[src/rtl/ucdp_pkg.sv]
package ucdp_pkg;

   localparam int EP_NUMBERS = 16;
   localparam int EP_NUM_W   = $clog2(EP_NUMBERS);

   localparam logic [3:0] MAX_INTERFACES   = 4'd8;
   localparam logic [4:0] MAX_EP_PER_IFACE = 5'd16;

   localparam logic [7:0] EP0_RESET_SIZE = 8'd64;
   localparam logic [8:0] NO_IFACE       = 9'h100;

   localparam logic [7:0] DT_CONFIG    = 8'h02;
   localparam logic [7:0] DT_INTERFACE = 8'h04;
   localparam logic [7:0] DT_ENDPOINT  = 8'h05;
   localparam logic [7:0] DT_SS_COMP   = 8'h30;

   typedef enum logic [3:0] {
      EV_CONFIG_OK  = 4'd0,
      EV_NEW_IFACE  = 4'd1,
      EV_ALT_SET    = 4'd2,
      EV_ENDPOINT   = 4'd3,
      EV_SS_COMP    = 4'd4,
      EV_OTHER      = 4'd5,
      EV_ZERO_LEN   = 4'd6,
      EV_NOT_CONFIG = 4'd7,
      EV_ERROR      = 4'd8
   } event_kind_type;

   typedef struct packed {
      logic [7:0] data_byte;
      logic       first;
   } req_type;

   typedef struct packed {
      logic [3:0]  event_kind;
      logic [2:0]  interface_slot;
      logic [3:0]  interface_count;
      logic [7:0]  alt_count;
      logic [4:0]  endpoint_slot;
      logic [3:0]  endpoint_number;
      logic        is_in;
      logic [15:0] max_packet_in;
      logic [15:0] max_packet_out;
      logic        done_res;
   } rsp_type;

   // one decoded descriptor event, handed from the walker to the table stage
   typedef struct packed {
      logic                has_result;
      event_kind_type      kind;
      logic [2:0]          iface_slot;
      logic [3:0]          iface_count;
      logic [7:0]          alt_count;
      logic [4:0]          ep_slot;
      logic                is_ep;
      logic                ep_allowed;
      logic                ep_ctrl;
      logic                is_in;
      logic [EP_NUM_W-1:0] epn;
      logic [15:0]         ep_size;
      logic                done;
   } walk_event_type;

endpackage

[src/rtl/ucdp_walker.sv]
module ucdp_walker (
   input  logic                    clock,
   input  logic                    reset,
   input  logic                    accept,
   input  ucdp_pkg::req_type       req,
   output ucdp_pkg::walk_event_type walk_ev,
   output logic                    active
);

   logic        active_ff, active_in;
   logic [7:0]  pos_ff, pos_in;
   logic [15:0] total_ff, total_in;
   logic [15:0] start_ff, start_in;
   logic [7:0]  len_ff, len_in;
   logic [7:0]  type_ff, type_in;
   logic [31:0] fields_ff, fields_in;
   logic [7:0]  decl_if_ff, decl_if_in;
   logic [3:0]  ic_ff, ic_in;
   logic [8:0]  cur_if_ff, cur_if_in;
   logic [7:0]  decl_ep_ff, decl_ep_in;
   logic [4:0]  ep_ff, ep_in;
   logic [7:0]  alt_ff, alt_in;

   logic        live, hdr, end_hit, at_end, done;
   logic [7:0]  pos_e, len_e, type_e, decl_if_e, decl_ep_e, alt_e;
   logic [15:0] total_e, start_e;
   logic [31:0] fields_e;
   logic [3:0]  ic_e;
   logic [8:0]  cur_if_e;
   logic [4:0]  ep_e;
   logic [16:0] next_start;
   ucdp_pkg::walk_event_type ev;

   always_comb begin
      live      = req.first | active_ff;
      // a first byte sees the cleared walk
      pos_e     = req.first ? 8'd0 : pos_ff;
      total_e   = req.first ? 16'd0 : total_ff;
      start_e   = req.first ? 16'd0 : start_ff;
      len_e     = req.first ? 8'd0 : len_ff;
      type_e    = req.first ? 8'd0 : type_ff;
      fields_e  = req.first ? 32'd0 : fields_ff;
      decl_if_e = req.first ? 8'd0 : decl_if_ff;
      ic_e      = req.first ? 4'd0 : ic_ff;
      cur_if_e  = req.first ? ucdp_pkg::NO_IFACE : cur_if_ff;
      decl_ep_e = req.first ? 8'd0 : decl_ep_ff;
      ep_e      = req.first ? 5'd0 : ep_ff;
      alt_e     = req.first ? 8'd0 : alt_ff;

      len_in     = len_e;
      type_in    = type_e;
      fields_in  = fields_e;
      total_in   = total_e;
      start_in   = start_e;
      pos_in     = pos_e;
      decl_if_in = decl_if_e;
      ic_in      = ic_e;
      cur_if_in  = cur_if_e;
      decl_ep_in = decl_ep_e;
      ep_in      = ep_e;
      alt_in     = alt_e;

      case (pos_e)
         8'd0: begin
            len_in    = req.data_byte;
            type_in   = 8'd0;
            fields_in = 32'd0;
         end
         8'd1: type_in = req.data_byte;
         8'd2: fields_in[7:0]   = fields_e[7:0]   | req.data_byte;
         8'd3: fields_in[15:8]  = fields_e[15:8]  | req.data_byte;
         8'd4: fields_in[23:16] = fields_e[23:16] | req.data_byte;
         8'd5: fields_in[31:24] = fields_e[31:24] | req.data_byte;
         default: ;
      endcase

      ev            = '0;
      ev.kind       = ucdp_pkg::EV_OTHER;
      at_end        = 1'b0;
      done          = 1'b0;
      hdr           = (start_e == 16'd0);
      end_hit       = ({1'b0, pos_e} + 9'd1) == {1'b0, len_in};

      if (len_in == 8'd0) begin
         ev.has_result = 1'b1;
         ev.kind       = ucdp_pkg::EV_ZERO_LEN;
         done          = 1'b1;
      end else if (hdr && pos_e == 8'd0 && len_in == 8'd1) begin
         ev.has_result = 1'b1;
         ev.kind       = ucdp_pkg::EV_NOT_CONFIG;
         done          = 1'b1;
      end else if (hdr && pos_e == 8'd1 && type_in != ucdp_pkg::DT_CONFIG) begin
         ev.has_result = 1'b1;
         ev.kind       = ucdp_pkg::EV_NOT_CONFIG;
         done          = 1'b1;
      end else if (end_hit) begin
         at_end        = 1'b1;
         ev.has_result = 1'b1;
         if (hdr) begin
            total_in   = fields_in[15:0];
            decl_if_in = fields_in[23:16];
            ev.kind    = ucdp_pkg::EV_CONFIG_OK;
         end else begin
            case (type_in)
               ucdp_pkg::DT_INTERFACE: begin
                  if ({1'b0, fields_in[7:0]} != cur_if_e) begin
                     if (ic_e >= ucdp_pkg::MAX_INTERFACES) begin
                        ev.kind = ucdp_pkg::EV_ERROR;
                        done    = 1'b1;
                     end else begin
                        ic_in      = ic_e + 4'd1;
                        alt_in     = 8'd1;
                        ep_in      = 5'd0;
                        decl_ep_in = fields_in[23:16];
                        cur_if_in  = {1'b0, fields_in[7:0]};
                        ev.kind    = ucdp_pkg::EV_NEW_IFACE;
                     end
                  end else begin
                     if (alt_e != 8'hFF) alt_in = alt_e + 8'd1;
                     ev.kind = ucdp_pkg::EV_ALT_SET;
                  end
               end
               ucdp_pkg::DT_ENDPOINT: begin
                  if (ic_e == 4'd0 || ep_e >= ucdp_pkg::MAX_EP_PER_IFACE) begin
                     ev.kind = ucdp_pkg::EV_ERROR;
                     done    = 1'b1;
                  end else begin
                     ev.kind       = ucdp_pkg::EV_ENDPOINT;
                     ev.is_ep      = 1'b1;
                     ev.epn        = fields_in[ucdp_pkg::EP_NUM_W-1:0];
                     ev.is_in      = fields_in[7];
                     ev.ep_ctrl    = (fields_in[9:8] == 2'd0);
                     ev.ep_size    = fields_in[31:16];
                     // endpoints past the declared counts are reported only
                     ev.ep_allowed = (({4'd0, ic_e} - 8'd1) < decl_if_e) &&
                                     ({3'd0, ep_e} < decl_ep_e);
                     ep_in         = ep_e + 5'd1;
                  end
               end
               ucdp_pkg::DT_SS_COMP: begin
                  if (ic_e == 4'd0 || ep_e == 5'd0) begin
                     ev.kind = ucdp_pkg::EV_ERROR;
                     done    = 1'b1;
                  end else begin
                     ev.kind = ucdp_pkg::EV_SS_COMP;
                  end
               end
               default: ev.kind = ucdp_pkg::EV_OTHER;
            endcase
         end
      end

      next_start = {1'b0, start_e} + {9'd0, len_in};
      if (at_end && !done) begin
         if (({1'b0, next_start} + 18'd1) >= {2'd0, total_in}) begin
            done = 1'b1;
         end else begin
            start_in = next_start[15:0];
            pos_in   = 8'd0;
         end
      end else if (!done) begin
         pos_in = pos_e + 8'd1;
      end
      active_in = !done;

      ev.has_result  = ev.has_result & live;
      ev.done        = done;
      ev.iface_count = ic_in;
      ev.iface_slot  = (ic_in == 4'd0) ? 3'd0 : 3'(ic_in - 4'd1);
      ev.alt_count   = alt_in;
      ev.ep_slot     = ep_in;
      walk_ev        = ev;
   end

   always_ff @(posedge clock) begin
      if (reset) begin
         active_ff  <= 1'b0;
         pos_ff     <= '0;
         total_ff   <= '0;
         start_ff   <= '0;
         len_ff     <= '0;
         type_ff    <= '0;
         fields_ff  <= '0;
         decl_if_ff <= '0;
         ic_ff      <= '0;
         cur_if_ff  <= ucdp_pkg::NO_IFACE;
         decl_ep_ff <= '0;
         ep_ff      <= '0;
         alt_ff     <= '0;
      end else if (accept && live) begin
         active_ff  <= active_in;
         pos_ff     <= pos_in;
         total_ff   <= total_in;
         start_ff   <= start_in;
         len_ff     <= len_in;
         type_ff    <= type_in;
         fields_ff  <= fields_in;
         decl_if_ff <= decl_if_in;
         ic_ff      <= ic_in;
         cur_if_ff  <= cur_if_in;
         decl_ep_ff <= decl_ep_in;
         ep_ff      <= ep_in;
         alt_ff     <= alt_in;
      end
   end

   assign active = active_ff;

endmodule

[src/rtl/ucdp_ep_table.sv]
module ucdp_ep_table (
   input  logic                              clock,
   input  logic                              reset,
   input  logic                              rd_en,
   input  logic [ucdp_pkg::EP_NUM_W-1:0]     rd_addr,
   input  logic                              clear,
   input  logic [7:0]                        ep0_size,
   input  ucdp_pkg::walk_event_type          s1,
   input  logic                              fire,
   output logic [15:0]                       mp_in,
   output logic [15:0]                       mp_out
);

   logic [15:0] in_mem  [ucdp_pkg::EP_NUMBERS];
   logic [15:0] out_mem [ucdp_pkg::EP_NUMBERS];
   logic [15:0] in_rd_ff, out_rd_ff;
   logic [ucdp_pkg::EP_NUMBERS-1:0] vld_ff;
   // entry zero keeps the size that was current when the set started
   logic [7:0]  ep0_set_ff;

   logic [15:0] dflt, cur_in, cur_out, new_in, new_out;
   logic        wr_en;

   // rows not written since the last clear read as zero, but for row zero, which reads the kept ep0 size
   always_comb begin
      dflt    = (s1.epn == '0) ? {8'd0, ep0_set_ff} : 16'd0;
      cur_in  = vld_ff[s1.epn] ? in_rd_ff  : dflt;
      cur_out = vld_ff[s1.epn] ? out_rd_ff : dflt;
      new_in  = cur_in;
      new_out = cur_out;
      if (s1.ep_allowed) begin
         if (s1.ep_ctrl) begin
            new_in  = s1.ep_size;
            new_out = s1.ep_size;
         end else if (s1.is_in) begin
            if (s1.ep_size > cur_in) new_in = s1.ep_size;
         end else begin
            if (s1.ep_size > cur_out) new_out = s1.ep_size;
         end
      end
      wr_en  = fire && s1.is_ep && s1.ep_allowed;
      mp_in  = s1.is_ep ? new_in  : 16'd0;
      mp_out = s1.is_ep ? new_out : 16'd0;
   end

   always_ff @(posedge clock) begin
      if (wr_en) begin
         in_mem[s1.epn]  <= new_in;
         out_mem[s1.epn] <= new_out;
      end
      if (rd_en) begin
         in_rd_ff  <= in_mem[rd_addr];
         out_rd_ff <= out_mem[rd_addr];
      end
   end

   always_ff @(posedge clock) begin
      if (reset) begin
         vld_ff     <= '0;
         ep0_set_ff <= ucdp_pkg::EP0_RESET_SIZE;
      end else if (clear) begin
         vld_ff     <= '0;
         ep0_set_ff <= ep0_size;
      end else if (wr_en) begin
         vld_ff[s1.epn] <= 1'b1;
      end
   end

   // two endpoint descriptors are at least two beats apart, so the write of one
   // always lands before the read of the next
   a_no_rd_wr_overlap: assert property (@(posedge clock) disable iff (reset)
      !(rd_en && wr_en))
      else $error("endpoint table read and write in the same cycle");

endmodule

[src/rtl/usb_config_descriptor_parser.sv]
// Channel   Ports                                   Beat
// -------   -------------------------------------   ------------------------------
// request   req_valid, req_stall, req_data          one descriptor byte, first flag
// response  rsp_valid, rsp_stall, rsp_data          one descriptor event
// csr       csr_wr_en, csr_wr_data                  ep0 max packet size
//
// One byte per cycle while req_stall is low; an event is registered in the event stage, then in rsp_data.
// The endpoint tables are 16-entry synchronous RAMs, read when an endpoint byte is
// taken and updated in the following stage.
// Reset is synchronous, active high; the csr register returns to 64.
// rsp_stall backs up through the event stage into req_stall.
module usb_config_descriptor_parser (
   input  logic              clock,
   input  logic              reset,
   input  logic              req_valid,
   output logic              req_stall,
   input  ucdp_pkg::req_type req_data,
   output logic              rsp_valid,
   input  logic              rsp_stall,
   output ucdp_pkg::rsp_type rsp_data,
   input  logic              csr_wr_en,
   input  logic [7:0]        csr_wr_data
);

   logic [7:0] ep0_ff;

   logic                     accept, walk_active, rsp_free, s1_fire;
   ucdp_pkg::walk_event_type walk_ev;
   logic                     s1_valid_ff, s1_valid_in;
   ucdp_pkg::walk_event_type s1_ff;
   logic                     rsp_valid_ff, rsp_valid_in;
   ucdp_pkg::rsp_type        rsp_data_ff, rsp_data_in;
   logic [15:0]              mp_in, mp_out;

   always_ff @(posedge clock) begin
      if (reset) begin
         ep0_ff <= ucdp_pkg::EP0_RESET_SIZE;
      end else if (csr_wr_en) begin
         ep0_ff <= csr_wr_data;
      end
   end

   assign rsp_free  = !rsp_valid_ff || !rsp_stall;
   assign s1_fire   = s1_valid_ff && rsp_free;
   assign req_stall = s1_valid_ff && !rsp_free;
   assign accept    = req_valid && !req_stall;

   ucdp_walker u_walker (
      .clock   (clock),
      .reset   (reset),
      .accept  (accept),
      .req     (req_data),
      .walk_ev (walk_ev),
      .active  (walk_active)
   );

   ucdp_ep_table u_table (
      .clock    (clock),
      .reset    (reset),
      .rd_en    (accept && walk_ev.has_result && walk_ev.is_ep),
      .rd_addr  (walk_ev.epn),
      .clear    (accept && req_data.first),
      .ep0_size (ep0_ff),
      .s1       (s1_ff),
      .fire     (s1_fire),
      .mp_in    (mp_in),
      .mp_out   (mp_out)
   );

   always_comb begin
      if (accept) begin
         s1_valid_in = walk_ev.has_result;
      end else begin
         s1_valid_in = s1_valid_ff && !s1_fire;
      end

      rsp_valid_in = rsp_valid_ff && rsp_stall;
      rsp_data_in  = rsp_data_ff;
      if (s1_fire) begin
         rsp_valid_in                = 1'b1;
         rsp_data_in.event_kind      = s1_ff.kind;
         rsp_data_in.interface_slot  = s1_ff.iface_slot;
         rsp_data_in.interface_count = s1_ff.iface_count;
         rsp_data_in.alt_count       = s1_ff.alt_count;
         rsp_data_in.endpoint_slot   = s1_ff.ep_slot;
         rsp_data_in.endpoint_number = s1_ff.epn;
         rsp_data_in.is_in           = s1_ff.is_in;
         rsp_data_in.max_packet_in   = mp_in;
         rsp_data_in.max_packet_out  = mp_out;
         rsp_data_in.done_res        = s1_ff.done;
      end
   end

   always_ff @(posedge clock) begin
      if (reset) begin
         s1_valid_ff  <= 1'b0;
         rsp_valid_ff <= 1'b0;
      end else begin
         s1_valid_ff  <= s1_valid_in;
         rsp_valid_ff <= rsp_valid_in;
      end
   end

   always_ff @(posedge clock) begin
      if (accept) s1_ff <= walk_ev;
      rsp_data_ff <= rsp_data_in;
   end

   assign rsp_valid = rsp_valid_ff;
   assign rsp_data  = rsp_data_ff;

   a_fire_lands: assert property (@(posedge clock) disable iff (reset)
      s1_fire |=> rsp_valid_ff)
      else $error("event stage fired but output register is empty");

   a_done_stops: assert property (@(posedge clock) disable iff (reset)
      accept && walk_ev.has_result && walk_ev.done |=> !walk_active)
      else $error("walk still active after its final event");

   a_non_ep_zero: assert property (@(posedge clock) disable iff (reset)
      rsp_valid_ff && rsp_data_ff.event_kind != ucdp_pkg::EV_ENDPOINT |->
      rsp_data_ff.max_packet_in == 16'd0 && rsp_data_ff.max_packet_out == 16'd0 &&
      rsp_data_ff.endpoint_number == 4'd0 && !rsp_data_ff.is_in)
      else $error("endpoint fields set on a non-endpoint event");

endmodule

[config.mk]
export PLATFORM = sky130hd
export DESIGN_NAME = usb_config_descriptor_parser
export DESIGN_NICKNAME = d
export VERILOG_FILES = /design/src/rtl/ucdp_pkg.sv /design/src/rtl/ucdp_walker.sv /design/src/rtl/ucdp_ep_table.sv /design/src/rtl/usb_config_descriptor_parser.sv
export SDC_FILE = /design/constraint.sdc
export NUM_CORES = 1
export LEC_CHECK = 0
export BUFFER_PORTS_ARGS = -buffer_cell sky130_fd_sc_hd__buf_2
export CORE_ASPECT_RATIO = 1.75
export CORE_MARGIN = 1.5
export CORE_UTILIZATION = 55
export CTS_BUF_LIST = sky130_fd_sc_hd__clkbuf_4
export DETAILED_ROUTE_END_ITERATION = 10
export PLACE_DENSITY = 0.71
export SLEW_MARGIN = 15
export SYNTH_ARGS = -nofsm -noshare
export SYNTH_HDL_FRONTEND = slang
export SYNTH_SLANG_ARGS = --single-unit
export TNS_END_PERCENT = 10
[constraint.sdc]
create_clock -name clock -period 18.85 [get_ports clock]
set_input_delay 1.885 -clock clock [delete_from_list [all_inputs] [get_ports clock]]
set_output_delay 1.885 -clock clock [all_outputs]
set_load 0.03 [all_outputs]
==> results of run 1 <==
-- cells by family after synthesis --
group	after synthesis
AND/OR/NAND/NOR	1047
adder cells (fa/ha/maj)	80
multiplexers	276
AO/OA/AOI/OAI	751
XOR/XNOR	42
flip-flops	820
buffers and inverters	309
-- path summary, 6_finish.rpt --
check | end | slack (ns)
worst max register to register | u_walker.start_ff[11]$_SDFFE_PP0P_ | 10.35
worst min register to register | rsp_data[42]$_DFFE_PP_ | 0.42
worst max-delay path | u_walker.start_ff[11]$_SDFFE_PP0P_ | 9.37
worst min-delay path | rsp_data[42]$_DFFE_PP_ | 0.42
-- power by group --
group	switching [W]	leakage (nW)	internal, W
Combinational	0.000111	5.71	0.0000472
Clock	0.000705	1.41	0.000715
Sequential	0.0000137	7.22	0.00195
-- area by class of cell --
type,instances,area (µm²)
Antenna cell,2,5.00
Clock buffer,272,2040
Clock inverter,54,339
Fill cell,5537,27600
Inverter,76,285
Multi-Input combinational cell,2196,15200
Sequential cell,820,23000
Tap cell,917,1150
Timing Repair Buffer,153,958
-- metal layers --
layer | global-route usage (%) | wire [µm] | vias up | share of wire, %
met2 | 55.9 | 59800 | 1729 | 50
met3 | 6.83 | 10200 | 476 | 8.4
li1 | - | - | 12900 | -
met4 | 24.1 | 8750 | 2 | 7.3
met5 | 0 | 13 | - | 0.011
met1 | 36.9 | 41800 | 14500 | 35
-- stage by stage --
step           cell area (µm²)  power (W)
2_1_floorplan            39100    0.00211
3_3_place_gp             40500    0.00216
3_5_place_dp             40500    0.00216
4_1_cts                  42900    0.00357
5_1_grt                  42900    0.00366
6_report                 42900    0.00355
-- flip-flops by register name, summed over array words and instances, names as in the netlist, 16 cells and up --
| name | count |
|---|---|
| s1_ff | 49 |
| u_walker.start_ff | 16 |
| u_table.in_mem | 256 |
| u_table.in_rd_ff | 16 |
| u_walker.total_ff | 16 |
| u_table.out_rd_ff | 16 |
| rsp_data | 62 |
| u_table.out_mem | 256 |
| u_table.vld_ff | 16 |
| u_walker.fields_ff | 32 |
-- cell usage in the layout, fill, tap and decap left out, types with 10 or more instances in the layout --
cell       Yosys  routed
o211ai_1      10      10
dfxtp_1      165     165
o2bb2ai_1     32      32
clkinv_1       1      36
a211o_1       68      68
nand3_1      101     101
nor2_1       213     198
ha_1          79      79
o21a_1        51      50
xnor2_1       27      27
a222oi_1      32      32
nor3_1        40      32
a2111o_1      32      32
a21o_1        19      19
nor2_4         0      16
and3_1        16      16
a22o_1        51      51
a211oi_1      94      94
o2111ai_1     35      35
inv_1         73      73
mux2_1        52      52
nor3_2         3      10
nor3b_1       19      18
edfxtp_1     655     655
mux2_2        78      78
nor2b_1       37      36
buf_2         34      84
o21ai_0      107     107
buf_4          4      67
a22oi_1       41      41
nand2_1      490     489
xor2_1        14      14
nand4_1       29      29
mux2i_1      141     141
a21oi_1       86      86
nand2b_1      13      12
clkbuf_4       0     272
and2_1        31      30
==> flow_summary.toml, run 1 <==
[synthesis]
synth_top_area_share_pct = 50.3
synth-xor-area-share_pct = 0.977
synth_compound_area_share_pct = 14.6
seq_area_frac_synth_pct = 58.8
yosysUniqueCellTypes = 94
synth_area_um2 = 39100
synth_fa_ha_area_share_pct = 2.58
synth.most_common_cell = "edfxtp_1"
ys_warn_count = 0
synth_common_cells = "edfxtp_1 (655), nand2_1 (490), nor2_1 (213)"
synth_top_family_by_area = "compound AO/OA/AOI/OAI gates"
synth-seq-cells = 820
synth_area_leaders = "edfxtp_1 (50%), dfxtp_1 (8.5%), nand2_1 (4.7%)"
synth-simple-area-share_pct = 12.3
synth_edf_count = 655
syn_nets = 3427
synthCells = 3325
avgSynthCellArea_um2 = 11.8
synth.area.mux_share_pct = 7.65
dominantRegCellSynth = "edfxtp_1"
async_reset_ff_share_pct = 0
synth_top_area_cell = "edfxtp_1"

[route]
drtIter0Drc = 3188
dr.pass1.iters = 6
viasPerCell = 6.60
drcViolationCount = 0
wl_per_cell_um = 26.8
antenna_left = 0
routed_wl_um = 121000
vias = 29600

[min_path]
min-delay-path-class = "reg -> reg"
hold_start = "s1_ff[29]$_DFFE_PP_"
holdPathStages = 0

[timing]
finalCritPeriodShare_pct = 50.3
period_needed_ns = 9.48
fin_skew_ns = 0.0701
setup_viol = 0
max_slew_margin_pct = 23.9
finalHoldViolations = 0
fin_ws_ns = 9.37
tightestPinTransition_ns = 1.14
rsz0062_at_grt = "false"
fmax_mhz = 106
drv_slew = 0
hold-worst-slack_ns = 0.418
setup_tns_ns = 0

[placed_design]
place_congestion = 0.930
dp_worst_setup_slack_ns = 8.22
port_buffers = 85
dp_hpwl_um = 71200
dp.cells = 4161

[clocking]
htreeDepth = 4
cts-root-buf = "clkbuf_4"
cts_buffers = 181
clk_pin_slew_ns = 0.07
cts_tree = "built"
cts-resized-gates = 0
ctsHoldBuffers = 0
clkSinkCount = 820
clk_latency_ns = 1.10
cts_setup_buffers = 0
cts_buffer_depth = 3

[layout]
area_growth_pct = 9.81
post-route-util_pct = 60.8
drive_above_1_share_pct = 16.7
fin_nets = 3530
fin_cells = 4490

[worst_setup_path]
cp.depth = 29
cpLargestDelayFamily = "compound AO/OA/AOI/OAI gates"
critPathLaunchType = "input pin"
worstRegToRegCells = 26
arrival_ns = 10.44
slowest_delay_ns = 0.73
crit_path_frequent_cell = "ha_1"
end_kind = "flop"
required_ns = 19.81
cp_num_buf_inv = 5
critPathSlowestCell = "a41oi_1"
crit-reg2reg-launch = "u_walker.pos_ff[7]$_SDFFE_PP0P_"
path_max_fanout = 39
critPathKind = "in -> reg"
crit_start = "req_data[0]"

[grt]
grt-ovfl-total = 0
grt_pass1_vias = 29700
grt_pass1_wl_um = 178000
antenna_found_initial = 3
grt.total_usage_pct = 33.1
grt_max_degree = 143

[power]
p_per_area_nw_per_um2 = 82.6
vdd_drop_max_v = 0.0000638
p_leak_nw = 14.3

[status]
status = "finished, final reports clean"

[floorplanning]
die_w_um = 204
core_region_area_um2 = 70500
row_count = 129
io_pins = 86
start_util_pct = 55.4
die_h_um = 356
dieArea_um2 = 72700

[flow_run]
maxCapViolCount = 0
No activity file was read; power rests on OpenSTA's default activity.
==> run 2: changes to the inputs <==
==> constraint.sdc (replaced) <==
create_clock -name clock -period 8.9 [get_ports clock]
set_input_delay 0.89 -clock clock [delete_from_list [all_inputs] [get_ports clock]]
set_output_delay 0.89 -clock clock [all_outputs]
set_load 0.03 [all_outputs]
==> run 2 against run 1 <==
Net effect: clock-buffer cell count is 20 lower; sequential power is 110% higher; via count hardly changed; sequential share of layout area is 0.089 points higher; first-iteration DRC count is 2.4% lower; clock power is 100% higher; final area is 0.17% lower; sequential cell count stayed put; critical path depth is 3 lower; critical path type is now reg -> reg.
==> flow_summary.toml, run 2 (synthesized netlist as in run 1, its figures left out) <==
[status]
status = "finished, final reports clean"

[floorplanning]
start_util_pct = 55.4
row_count = 129
io_pins = 86
die_w_um = 204
dieArea_um2 = 72700
die_h_um = 356
core_region_area_um2 = 70500

[worst_setup_path]
end_kind = "flop"
crit_path_frequent_cell = "ha_1"
arrival_ns = 8.66
critPathSlowestCell = "a41oi_1"
cp_num_buf_inv = 3
required_ns = 9.77
slowest_delay_ns = 0.67
cpLargestDelayFamily = "compound AO/OA/AOI/OAI gates"
critPathKind = "reg -> reg"
path_max_fanout = 16
critPathLaunchType = "flop"

[timing]
finalHoldViolations = 0
fmax_mhz = 129
setup_viol = 0
finalCritPeriodShare_pct = 87.4
drv_slew = 0
rsz0062_at_grt = "false"
fin_ws_ns = 1.12
max_slew_margin_pct = 19.9
tightestPinTransition_ns = 1.20
fin_skew_ns = 0.0587
setup_tns_ns = 0
period_needed_ns = 7.78

[route]
vias = 29600
viasPerCell = 6.59
drcViolationCount = 0
dr.pass1.iters = 8
wl_per_cell_um = 26.5
routed_wl_um = 119000
drtIter0Drc = 3110
antenna_left = 0

[power]
p_leak_nw = 14.3
vdd_drop_max_v = 0.000108
p_per_area_nw_per_um2 = 173

[clocking]
clk_latency_ns = 1.03
cts-root-buf = "clkbuf_4"
cts_tree = "built"
cts-resized-gates = 0
htreeDepth = 4
clkSinkCount = 820
clk_pin_slew_ns = 0.07
cts_setup_buffers = 0
ctsHoldBuffers = 0
cts_buffers = 182
cts_buffer_depth = 3

[placed_design]
port_buffers = 85
place_congestion = 0.939
dp_hpwl_um = 71500
dp_worst_setup_slack_ns = 0.533

[layout]
final_cell_mix = "edfxtp_1 (655), nand2_1 (489), clkbuf_4 (252)"
area_growth_pct = 9.63
layout_commonest_cell = "edfxtp_1"
fin_nets = 3536
drive_above_1_share_pct = 16.5

[flow_run]
maxCapViolCount = 0

[grt]
grt.total_usage_pct = 32.6
grt_pass1_wl_um = 177000
antenna_found_initial = 1
grt_max_degree = 133
grt_pass1_vias = 29800
grt-ovfl-total = 0

[min_path]
min-delay-path-class = "in -> reg"
-- run 2: cell types whose count changed in the layout (fill, tap and decap cells not counted), moves of 2 or more --
cell | previous run | this run
clkinv_1 | 36 | 51
clkinv_2 | 8 | 12
inv_2 | 4 | 6
clkinv_4 | 0 | 3
buf_4 | 67 | 73
clkbuf_4 | 272 | 252
-- run 2: worst reg2reg max path: cells and delay by family, from the launching register on --
family	cells	cell delay, ns
AO/OA/AOI/OAI	8	2.99
AND/OR/NAND/NOR	10	2.66
adder cells (fa/ha/maj)	4	1.21
flip-flops	1	0.39
buffers and inverters	3	0.26
XOR/XNOR	1	0.15
-- run 2: final timing paths --
kind	startpoint	end	slack, ns	cells after the start
max reg2reg	u_walker.pos_ff[7]$_SDFFE_PP0P_	u_walker.start_ff[12]$_SDFFE_PP0P_	1.12	26
min	csr_wr_data[0]	ep0_ff[0]$_SDFFE_PP0P_	0.10	3
min reg2reg	s1_ff[29]$_DFFE_PP_	rsp_data[42]$_DFFE_PP_	0.40	0
max	u_walker.pos_ff[7]$_SDFFE_PP0P_	u_walker.start_ff[12]$_SDFFE_PP0P_	1.12	26
-- run 2: routing by layer --
| layer | GRT usage [%] | part of all wire [%] | wire length, µm |
|---|---|---|---|
| met3 | 5.85 | 8.5 | 10200 |
| met1 | 36.3 | 34 | 40700 |
| met4 | 24.5 | 7.7 | 9130 |
| met5 | 0 | 0 | 0 |
| met2 | 55.4 | 50 | 59000 |
-- run 2: metrics by stage --
| stage | std cells | util (%) | hold WS (ns) | total power, W | area [µm²] |
|---|---|---|---|---|---|
| final | 4495 | 60.7 | 0.104 | 0.00740 | 42800 |
| after CTS | 4494 | 60.7 | 0.000231 | 0.00744 | 42800 |
| after global placement | 4167 | 57.5 | 0.406 | 0.00457 | 40500 |
| after global routing | 4495 | 60.7 | 0.0295 | 0.00765 | 42800 |
| after floorplan | 3325 | - | 0.400 | 0.00447 | 39100 |
| after detailed placement | 4167 | 57.5 | 0.405 | 0.00458 | 40500 |
-- run 2: area by class of cell --
type / count / area, µm²
fill: 5531 / 27700
multi-input combinational: 2196 / 15200
antenna: 1 / 2.50
clock buffer: 252 / 1890
sequential: 820 / 23000
inverter: 76 / 285
clock inverter: 75 / 403
tap: 917 / 1150
timing repair buffer: 158 / 988
-- run 2: power by group --
group	internal [W]	switching, W	total [W]
combinational	0.000101	0.000234	0.000335
clock	0.00141	0.00149	0.00290
sequential	0.00414	0.0000296	0.00417
